**src/design/gbn_pkg.sv**
```systemverilog
package gbn_pkg;

	localparam int MaxBoxes  = 64;
	localparam int CoordBits = 16;
	localparam int IdxBits   = $clog2(MaxBoxes);
	localparam int CntBits   = IdxBits + 1;
	localparam int AreaBits  = 2 * CoordBits;
	localparam int EdgeBits  = CoordBits + 1;

	localparam logic [16:0] HalfQ16 = 17'd32768;
	localparam logic [16:0] OneQ16  = 17'd65536;

	localparam logic [1:0] REG_SCORE_THR   = 2'd0;
	localparam logic [1:0] REG_OVERLAP_THR = 2'd1;
	localparam logic [1:0] REG_DECAY       = 2'd2;
	localparam logic [1:0] REG_TOP_COUNT   = 2'd3;

	typedef struct packed {
		logic [15:0] box_x;
		logic [15:0] box_y;
		logic [15:0] box_width;
		logic [15:0] box_height;
		logic [15:0] score;
		logic        last_box;
	} box_in_t;

	typedef struct packed {
		logic [5:0] kept_index;
		logic       last_kept;
		logic       none_kept;
	} kept_out_t;

	typedef struct packed {
		logic [CoordBits-1:0] x;
		logic [CoordBits-1:0] y;
		logic [CoordBits-1:0] w;
		logic [CoordBits-1:0] h;
	} geom_t;

	// Request to the overlap unit and its answer.
	typedef struct packed {
		logic start;
		logic [16:0] thr;
	} iou_req_t;

	typedef struct packed {
		logic done;
		logic exceeds;
	} iou_rsp_t;

endpackage

```
**src/design/gbn_iou.sv**
```systemverilog
// Multi-cycle overlap test. One 33x17 multiplier is shared: it forms the
// areas, the intersection, then the threshold times union product.
module gbn_iou (
	input  logic              clk,
	input  logic              arst_n,
	input  gbn_pkg::iou_req_t req,
	input  gbn_pkg::geom_t    a,
	input  gbn_pkg::geom_t    b,
	output gbn_pkg::iou_rsp_t rsp
);

	typedef enum logic [2:0] {S_IDLE, S_EDGE, S_AREA_A, S_AREA_B, S_INTER, S_RHS, S_CMP}
		state_t;

	state_t state_q;
	logic [gbn_pkg::EdgeBits-1:0] iw_q, ih_q;
	logic [gbn_pkg::AreaBits-1:0] area_a_q, area_b_q, inter_q;
	logic [gbn_pkg::AreaBits:0]   uni_q;
	logic [gbn_pkg::AreaBits+17:0] rhs_q;
	logic                         zero_q;

	logic [gbn_pkg::AreaBits:0]   mul_a;
	logic [16:0]                  mul_b;
	logic [gbn_pkg::AreaBits+17:0] mul_p;

	logic [gbn_pkg::EdgeBits-1:0] x1, y1, x2, y2, ax2, bx2, ay2, by2;
	logic [gbn_pkg::AreaBits:0]   sum_ab;

	always_comb begin
		ax2 = {1'b0, a.x} + {1'b0, a.w};
		bx2 = {1'b0, b.x} + {1'b0, b.w};
		ay2 = {1'b0, a.y} + {1'b0, a.h};
		by2 = {1'b0, b.y} + {1'b0, b.h};
		x1 = (a.x > b.x) ? {1'b0, a.x} : {1'b0, b.x};
		y1 = (a.y > b.y) ? {1'b0, a.y} : {1'b0, b.y};
		x2 = (ax2 < bx2) ? ax2 : bx2;
		y2 = (ay2 < by2) ? ay2 : by2;
		sum_ab = {1'b0, area_a_q} + {1'b0, area_b_q};
	end

	always_comb begin
		mul_a = '0;
		mul_b = '0;
		case (state_q)
			S_AREA_A: begin
				mul_a = {{(gbn_pkg::AreaBits+1-gbn_pkg::CoordBits){1'b0}}, a.w};
				mul_b = {{(17-gbn_pkg::CoordBits){1'b0}}, a.h};
			end
			S_AREA_B: begin
				mul_a = {{(gbn_pkg::AreaBits+1-gbn_pkg::CoordBits){1'b0}}, b.w};
				mul_b = {{(17-gbn_pkg::CoordBits){1'b0}}, b.h};
			end
			S_INTER: begin
				mul_a = {{(gbn_pkg::AreaBits+1-gbn_pkg::EdgeBits){1'b0}}, iw_q};
				mul_b = {{(17-gbn_pkg::EdgeBits){1'b0}}, ih_q};
			end
			S_RHS: begin
				mul_a = uni_q;
				mul_b = req.thr;
			end
			default: ;
		endcase
		mul_p = {17'd0, mul_a} * {{(gbn_pkg::AreaBits+1){1'b0}}, mul_b};
	end

	always_ff @(posedge clk or negedge arst_n) begin
		if (!arst_n) begin
			state_q <= S_IDLE;
			rsp <= '0;
		end else begin
			rsp.done <= (state_q == S_CMP);
			case (state_q)
				S_IDLE: if (req.start) state_q <= S_EDGE;
				S_EDGE: begin
					iw_q <= (x2 > x1) ? x2 - x1 : '0;
					ih_q <= (y2 > y1) ? y2 - y1 : '0;
					state_q <= S_AREA_A;
				end
				S_AREA_A: begin
					area_a_q <= mul_p[gbn_pkg::AreaBits-1:0];
					state_q <= S_AREA_B;
				end
				S_AREA_B: begin
					area_b_q <= mul_p[gbn_pkg::AreaBits-1:0];
					state_q <= S_INTER;
				end
				S_INTER: begin
					inter_q <= mul_p[gbn_pkg::AreaBits-1:0];
					uni_q <= sum_ab - {1'b0, mul_p[gbn_pkg::AreaBits-1:0]};
					zero_q <= (sum_ab == '0);
					state_q <= S_RHS;
				end
				S_RHS: begin
					rhs_q <= mul_p;
					state_q <= S_CMP;
				end
				S_CMP: begin
					rsp.exceeds <= zero_q ? (req.thr < gbn_pkg::OneQ16)
						: ({2'b0, inter_q, 16'd0} > rhs_q);
					state_q <= S_IDLE;
				end
				default: state_q <= S_IDLE;
			endcase
		end
	end

	assert property (@(posedge clk) disable iff (!arst_n)
		rsp.done |-> $past(state_q == S_CMP))
		else $error("overlap answer without compare step");
	assert property (@(posedge clk) disable iff (!arst_n)
		(state_q == S_IDLE && req.start) |=> state_q == S_EDGE)
		else $error("overlap unit missed a start");
	assert property (@(posedge clk) disable iff (!arst_n)
		state_q == S_INTER |=> (uni_q <= {1'b0, area_a_q} + {1'b0, area_b_q}))
		else $error("union above sum of areas");

endmodule

```
**config.mk**
```make
export PLATFORM = sky130hd
export DESIGN_NAME = gbn_iou
export DESIGN_NICKNAME = d
export VERILOG_FILES = /design/src/design/gbn_pkg.sv /design/src/design/gbn_iou.sv
export SDC_FILE = /design/constraint.sdc
export NUM_CORES = 2
export LEC_CHECK = 0
export BUFFER_PORTS_ARGS = -buffer_cell sky130_fd_sc_hd__buf_2
export CAP_MARGIN = 20
export CELL_PAD_IN_SITES_DETAIL_PLACEMENT = 0
export CELL_PAD_IN_SITES_GLOBAL_PLACEMENT = 2
export CORE_UTILIZATION = 41
export CTS_CLUSTER_SIZE = 25
export DETAILED_ROUTE_END_ITERATION = 16
export HOLD_SLACK_MARGIN = 0.15
export PLACE_DENSITY_LB_ADDON = 0.1
export RECOVER_POWER = 25
export SLEW_MARGIN = 20
export SYNTH_ARGS = -nofsm -noshare
export SYNTH_HDL_FRONTEND = slang
export SYNTH_SLANG_ARGS = --single-unit
```
**constraint.sdc**
```tcl
create_clock -name clk -period 12.67 [get_ports clk]
set_input_delay 1.267 -clock clk [delete_from_list [all_inputs] [get_ports clk]]
set_output_delay 1.267 -clock clk [all_outputs]
set_load 0.05 [all_outputs]
```
# ---- Yosys cells after proc, flatten, opt, wreduce, memory -nomap -nowiden
# Cells that the tools add are included.
dict set report word_totals {
  regBits 219
  out_inout_bits 2
}
dict set report op_classes {
  addsub 8
  multipliers 1
  order_cmp 8
  eq_ne 7
  n_mux 9
  reduce_logical 7
}
# op n
set op_table {}
lappend op_table {{one-hot mux 33 bit (4 select lines)} 1}
lappend op_table {{adder 16 x 16 -> 17 bit} 4}
lappend op_table {{one-hot mux 17 bit (4 select lines)} 1}
lappend op_table {{> comparator 48 x 50 -> 1 bit} 1}
lappend op_table {{multiplier 33 x 17 -> 50 bit} 1}
lappend op_table {{> comparator 17 x 16 -> 1 bit} 2}
lappend op_table {{< comparator 17 bit} 2}
lappend op_table {{two-way mux 17 bit} 2}
lappend op_table {{subtractor 17 x 16 -> 17 bit} 2}
lappend op_table {{adder 32 x 32 -> 33 bit} 1}
lappend op_table {{zero test 33 bit} 1}
lappend op_table {{subtractor 33 x 32 -> 33 bit} 1}
lappend op_table {{> comparator 16 bit} 2}
lappend op_table {{two-way mux 16 bit} 2}
lappend op_table {{one-hot mux 3 bit (6 select lines)} 1}
lappend op_table {{< comparator 17 bit (second input constant)} 1}
lappend op_table {{AND reduction 2 bit} 5}
lappend op_table {{== test 3 bit (second input constant)} 3}
lappend op_table {{== test 3 x 2 -> 1 bit (second input constant)} 2}
lappend op_table {{== test 3 x 1 -> 1 bit (second input constant)} 1}
lappend op_table {{zero test 3 bit} 1}
lappend op_table {{two-way mux 3 bit} 1}
lappend op_table {{!= test 2 bit (second input constant)} 1}
lappend op_table {{two-way mux 1 bit} 1}

# ---- Depth between registers and ports, before layout
dict set report logic_depth {
  ltp_word 4
  depth_mapped 43
  ltp_nobuf 39
}

# ---- Worst setup path before layout
# Ideal clock, no wire load.
dict set report synth_timing {
  path_kind {register to register}
  start {register state_q[2]}
  end {register uni_q[30] in the netlist's numbering, data pin}
  setup_ns 0.258
  arrival_ns 9.439
  required_ns 12.412
  setup_slack_ns 2.973
  path_stages_with_launch 37
  n_path_buf 4
  period_less_slack_ns 9.697
  path_cell_list {dfrtp_1 > clkbuf_1 > nor3_1 > clkbuf_1 > clkbuf_1 > a22o_1 > a221oi_1 > nor2_1 > nand2_1 > fa_1 > fa_1 > fa_1 > inv_1 > ha_1 > fa_1 > inv_1 > fa_1 > inv_1 > ha_1 > clkbuf_1 > a21o_1 > a31oi_1 > a21boi_0 > o211ai_1 > a21boi_0 > o21a_1 > o21a_1 > or2_2 > ha_1 > and3_1 > a221o_1 > a221oi_1 > o21ai_1 > a2111oi_0 > o21ai_0 > a21oi_1 > xnor2_1}
}
dict set report synth_between {
  elab_chain_cells 4
  elab_cells_between_ends 8
}
# item line_no
set synth_lines {}
lappend synth_lines {{from (decl)} gbn_iou.sv:15} ;# state_t state_q;
lappend synth_lines {{from (signal assigned)} gbn_iou.sv:68} ;# state_q <= S_IDLE;
lappend synth_lines {{from (signal assigned)} gbn_iou.sv:73} ;# S_IDLE: if (req.start) state_q <= S_EDGE;
lappend synth_lines {{from (signal assigned)} gbn_iou.sv:77} ;# state_q <= S_AREA_A;
lappend synth_lines {{== test 3 bit / == test 3 x 2 -> 1 bit (equally long branches)} gbn_iou.sv:44} ;# case (state_q)
lappend synth_lines {{one-hot mux 33 bit (4 select lines) / one-hot mux 17 bit (4 select lines) (equally long branches)} gbn_iou.sv:44}
lappend synth_lines {{multiplier 33 x 17 -> 50 bit *} gbn_iou.sv:63} ;# mul_p = {17'd0, mul_a} * {{(gbn_pkg::AreaBits+1){1'b0}}, mul_b};
lappend synth_lines {{subtractor 33 x 32 -> 33 bit *} gbn_iou.sv:89} ;# uni_q <= sum_ab - {1'b0, mul_p[gbn_pkg::AreaBits-1:0]};
lappend synth_lines {{to (signal assigned)} gbn_iou.sv:89}
lappend synth_lines {{to (decl)} gbn_iou.sv:18} ;# logic [gbn_pkg::AreaBits:0] uni_q;
# Every way passes the cells marked *; elsewhere a longest branch is shown, timed or not.
# A chain may end at the register's enable or synchronous reset.

# ---- Worst setup path after layout
dict set report layout_timing {
  start {register state_q[1]}
  end {register uni_q[30] in the netlist's numbering, data pin}
}
# Same word-level chain as after synthesis.

==> impl_results.md <==
- CP max-delay cell: nor2b_1
- Tmin final: 10.83 ns
- Core box area: 85400 µm²
- Asr flop ratio synth: 0.0228
- Synthesized instance count: 3902
- Achievable Freq: ~92 MHz
- Area of the multi-input gates: 26100 µm²
- Post-synth top area cell: fa_1
- Required @ worst endpoint: roughly 13 ns
- Longest Clk Path Bufs: 3
- Leakage Power: 17.7 nW
- DRC: 0
- Status: finished, violations left
- PwrDens: 236 nW/µm²
- Initial Util: 0.416
- CTS Buf Count: 27
- Sequential cell area: 6550 µm²
- Dpl hpwl: 97500 µm
- Crit. End Element: register
- Critical path's largest stage delay: 0.83 ns
- Setup TNS Final: 0 ns
- Gr ovfl total: 0
- CTS tree: yes
- Unrepaired setup endpoints after global routing: no
- #FFs+latches synth: approximately 220
- Design Power: 9.14 mW
- Clock network latency to the later pin of the worst-skew pair: approximately 0.57 ns
- WL final: 118000 µm
- VDD IR max: ~0.00021 V
- Layout overhead on the synthesized area: 9.00%
- Netlist cell types: 68
- Iter 0 DRT Violations: 1878
- CTS sink count: 219
- HP Class: reg -> reg
- I/O Buffers: 149
- Worst Skew: 0.0139 ns
- Fin worst setup slack: roughly 1.8 ns
- Hold slack: 0.563 ns
- Layout Cells excl Fill: 5188
- Slew headroom: -0.753
- Endpoints failing hold: 0
- Final period util: 0.855
- Die Y: 296 µm
- Router iterations before antenna repair: 5
- Failing checks: max-capacitance violations, max-slew violations
- Placed insts: ~5000
- First-pass GRT wire length: 180000 µm
- Root buffer cell: clkbuf_16
- Vias in the first global route: 28800
- Worst setup SP type: register
- Slew of the pin with the lowest slew margin: 2.63 ns
- Cell mode on critical path: fa_1
- # IOs: 150
- Post-route ant nets: 0
- Yosys warns: 0
- Wire length per cell: 22.7 µm
- Fraction of layout cells with a size suffix above 1: 0.0814
- DP Worst Slack: 1.94 ns
- Worst-path fanout max: 38
- Post-cts resize count: 0
- Syn_nets: 4904
- Synthesized area per cell: 9.10 µm²
- CTS H-Tree Depth: 1
- Avg Vias per Cell: 5.45
- Post-CTS Setup Inserts: 0
- Die X: 296 µm
- Post-synth EDFFs: 214
- Cts-stage hold buffer count: 0
- Initial antenna violation count: 8
- Pin count of the biggest net entering global routing: 51
- Final setup viols: 0
- Slew Limit Fails: 115
- GP Congestion: 0.888
- Synth Cell Area: 35500 µm²
- Standard-cell rows: between 100 and 150
- Maxcap violations: 4
- Main synth FF type: edfxtp_1
- GRT Util Overall: 0.274
- NumNets Final: about 5000
- Vias: ~28000
- Clk pin slew, worst setup/hold paths: 0.07 ns
- CP Class: reg -> reg
- CP Data Arrival Time: 11.16 ns
- Fill cells: 8589
- Area fraction of the dominant cell type after synthesis: 0.266
- Register area share after synthesis: 0.185
- Synth top area cells: fa_1 27%, edfxtp_1 18%, ha_1 13%, inv_1 7.1%, nand2_1 5.0%
- Die area: 87800 µm²
==> kinds of logic after synthesis <==
family,Yosys count,synth area share
AOI/OAI and AO/OA,683,0.130
xor gates and xnor gates,165,0.0407
adders and majority gates,854,0.401
buffers and inverters,797,0.0843
DFF,219,0.185
muxes,56,0.0161
and+or+nand+nor,1128,0.143
==> per-layer routing <==
layer,global-route usage,up-vias,wire length (µm)
met1,0.391,14300,56000
li1,-,13200,-
met2,0.454,650,55100
met5,0,-,0
met4,0.0470,0,1950
met3,0.0251,99,5020
==> where the power goes <==
group / leakage, nW / internal, mW / switching, mW / total [mW]
registers: 2.05 / 1.35 / 0.0706 / 1.42
clock network: 0.427 / 0.455 / 0.334 / 0.789
logic: 15.2 / 2.37 / 4.57 / 6.93
total: 17.7 / 4.17 / 4.97 / 9.14
==> cell usage in the layout (no fill, tap or decap), drive strengths merged, types with 60 or more instances in the layout <==
| cell type | count |
|---|---|
| inv | 676 |
| nand2 | 476 |
| fa | 472 |
| ha | 382 |
| nor2 | 280 |
| edfxtp | 214 |
| buf | 209 |
| a21oi | 176 |
| a21o | 118 |
| o21ai | 115 |
| xnor2 | 103 |
| xor2 | 62 |
| nor3 | 60 |
==> metrics by stage <==
step / util / instance area (µm²)
global route: 0.453 / 38700
global placement: 0.443 / 37800
CTS: 0.453 / 38700
floorplan: - / 35500
finish: 0.453 / 38700
detailed placement: 0.443 / 37800
==> critical path: cells and delay by family (launching register included) <==
family | cells | cell delay (ns)
AND/OR/NAND/NOR | 5 | 2.07
buffers and inverters | 4 | 0.34
XOR/XNOR | 2 | 0.34
AO/OA/AOI/OAI | 13 | 3.63
flip-flops | 1 | 0.45
adder cells (fa/ha/maj) | 8 | 3.78
==> worst paths after layout <==
kind	start	cells past startpoint	to	slack, ns
setup reg to reg	state_q[1]	32	uni_q[30]	1.84
min in group asynchronous	arst_n	1	rsp[1]	0.82
hold reg to reg	rsp[0]	2	rsp[0]	0.56
max in group asynchronous	arst_n	1	state_q[2]	11.28
setup / recovery	state_q[1]	32	uni_q[30]	1.84
hold / removal	rsp[0]	2	rsp[0]	0.56
==> cell usage after synthesis (9+ instances only) <==
master / number
edfxtp_1: 214
mux2i_1: 48
fa_1: 472
nor3_1: 59
inv_1: 674
nand2b_1: 48
a31oi_1: 14
nand4_1: 33
or3_1: 30
a22o_1: 35
nor2b_1: 32
xnor2_1: 103
a211oi_1: 19
a21oi_1: 176
o21bai_1: 24
and2_1: 38
o21ai_0: 109
and3_1: 25
nand2_1: 476
ha_1: 382
clkbuf_1: 116
nor2_1: 280
a221o_1: 17
and2_0: 9
o21a_1: 27
a2111oi_0: 17
or2_2: 31
o31ai_1: 12
a221oi_1: 27
nand3_1: 36
xor2_1: 62
a21o_1: 118
==> state kept, by name (all words and copies together), names as in the netlist <==
signal / flops
rhs_q: 50
uni_q: 33
area_a_q: 32
area_b_q: 32
inter_q: 32
ih_q: 17
iw_q: 17
state_q: 3
rsp: 2
zero_q: 1
==> final cells by class <==
type	count	share of cell area
sequential	219	0.169
tap	1144	0.0370
clock inverter	20	0.00521
clock buffer	30	0.0177
multi-input combinational	2886	0.674
inverter	674	0.0654
timing repair buffer	214	0.0316
antenna	1	0.0000647
Note: power is estimated with default switching activity, not from simulation.
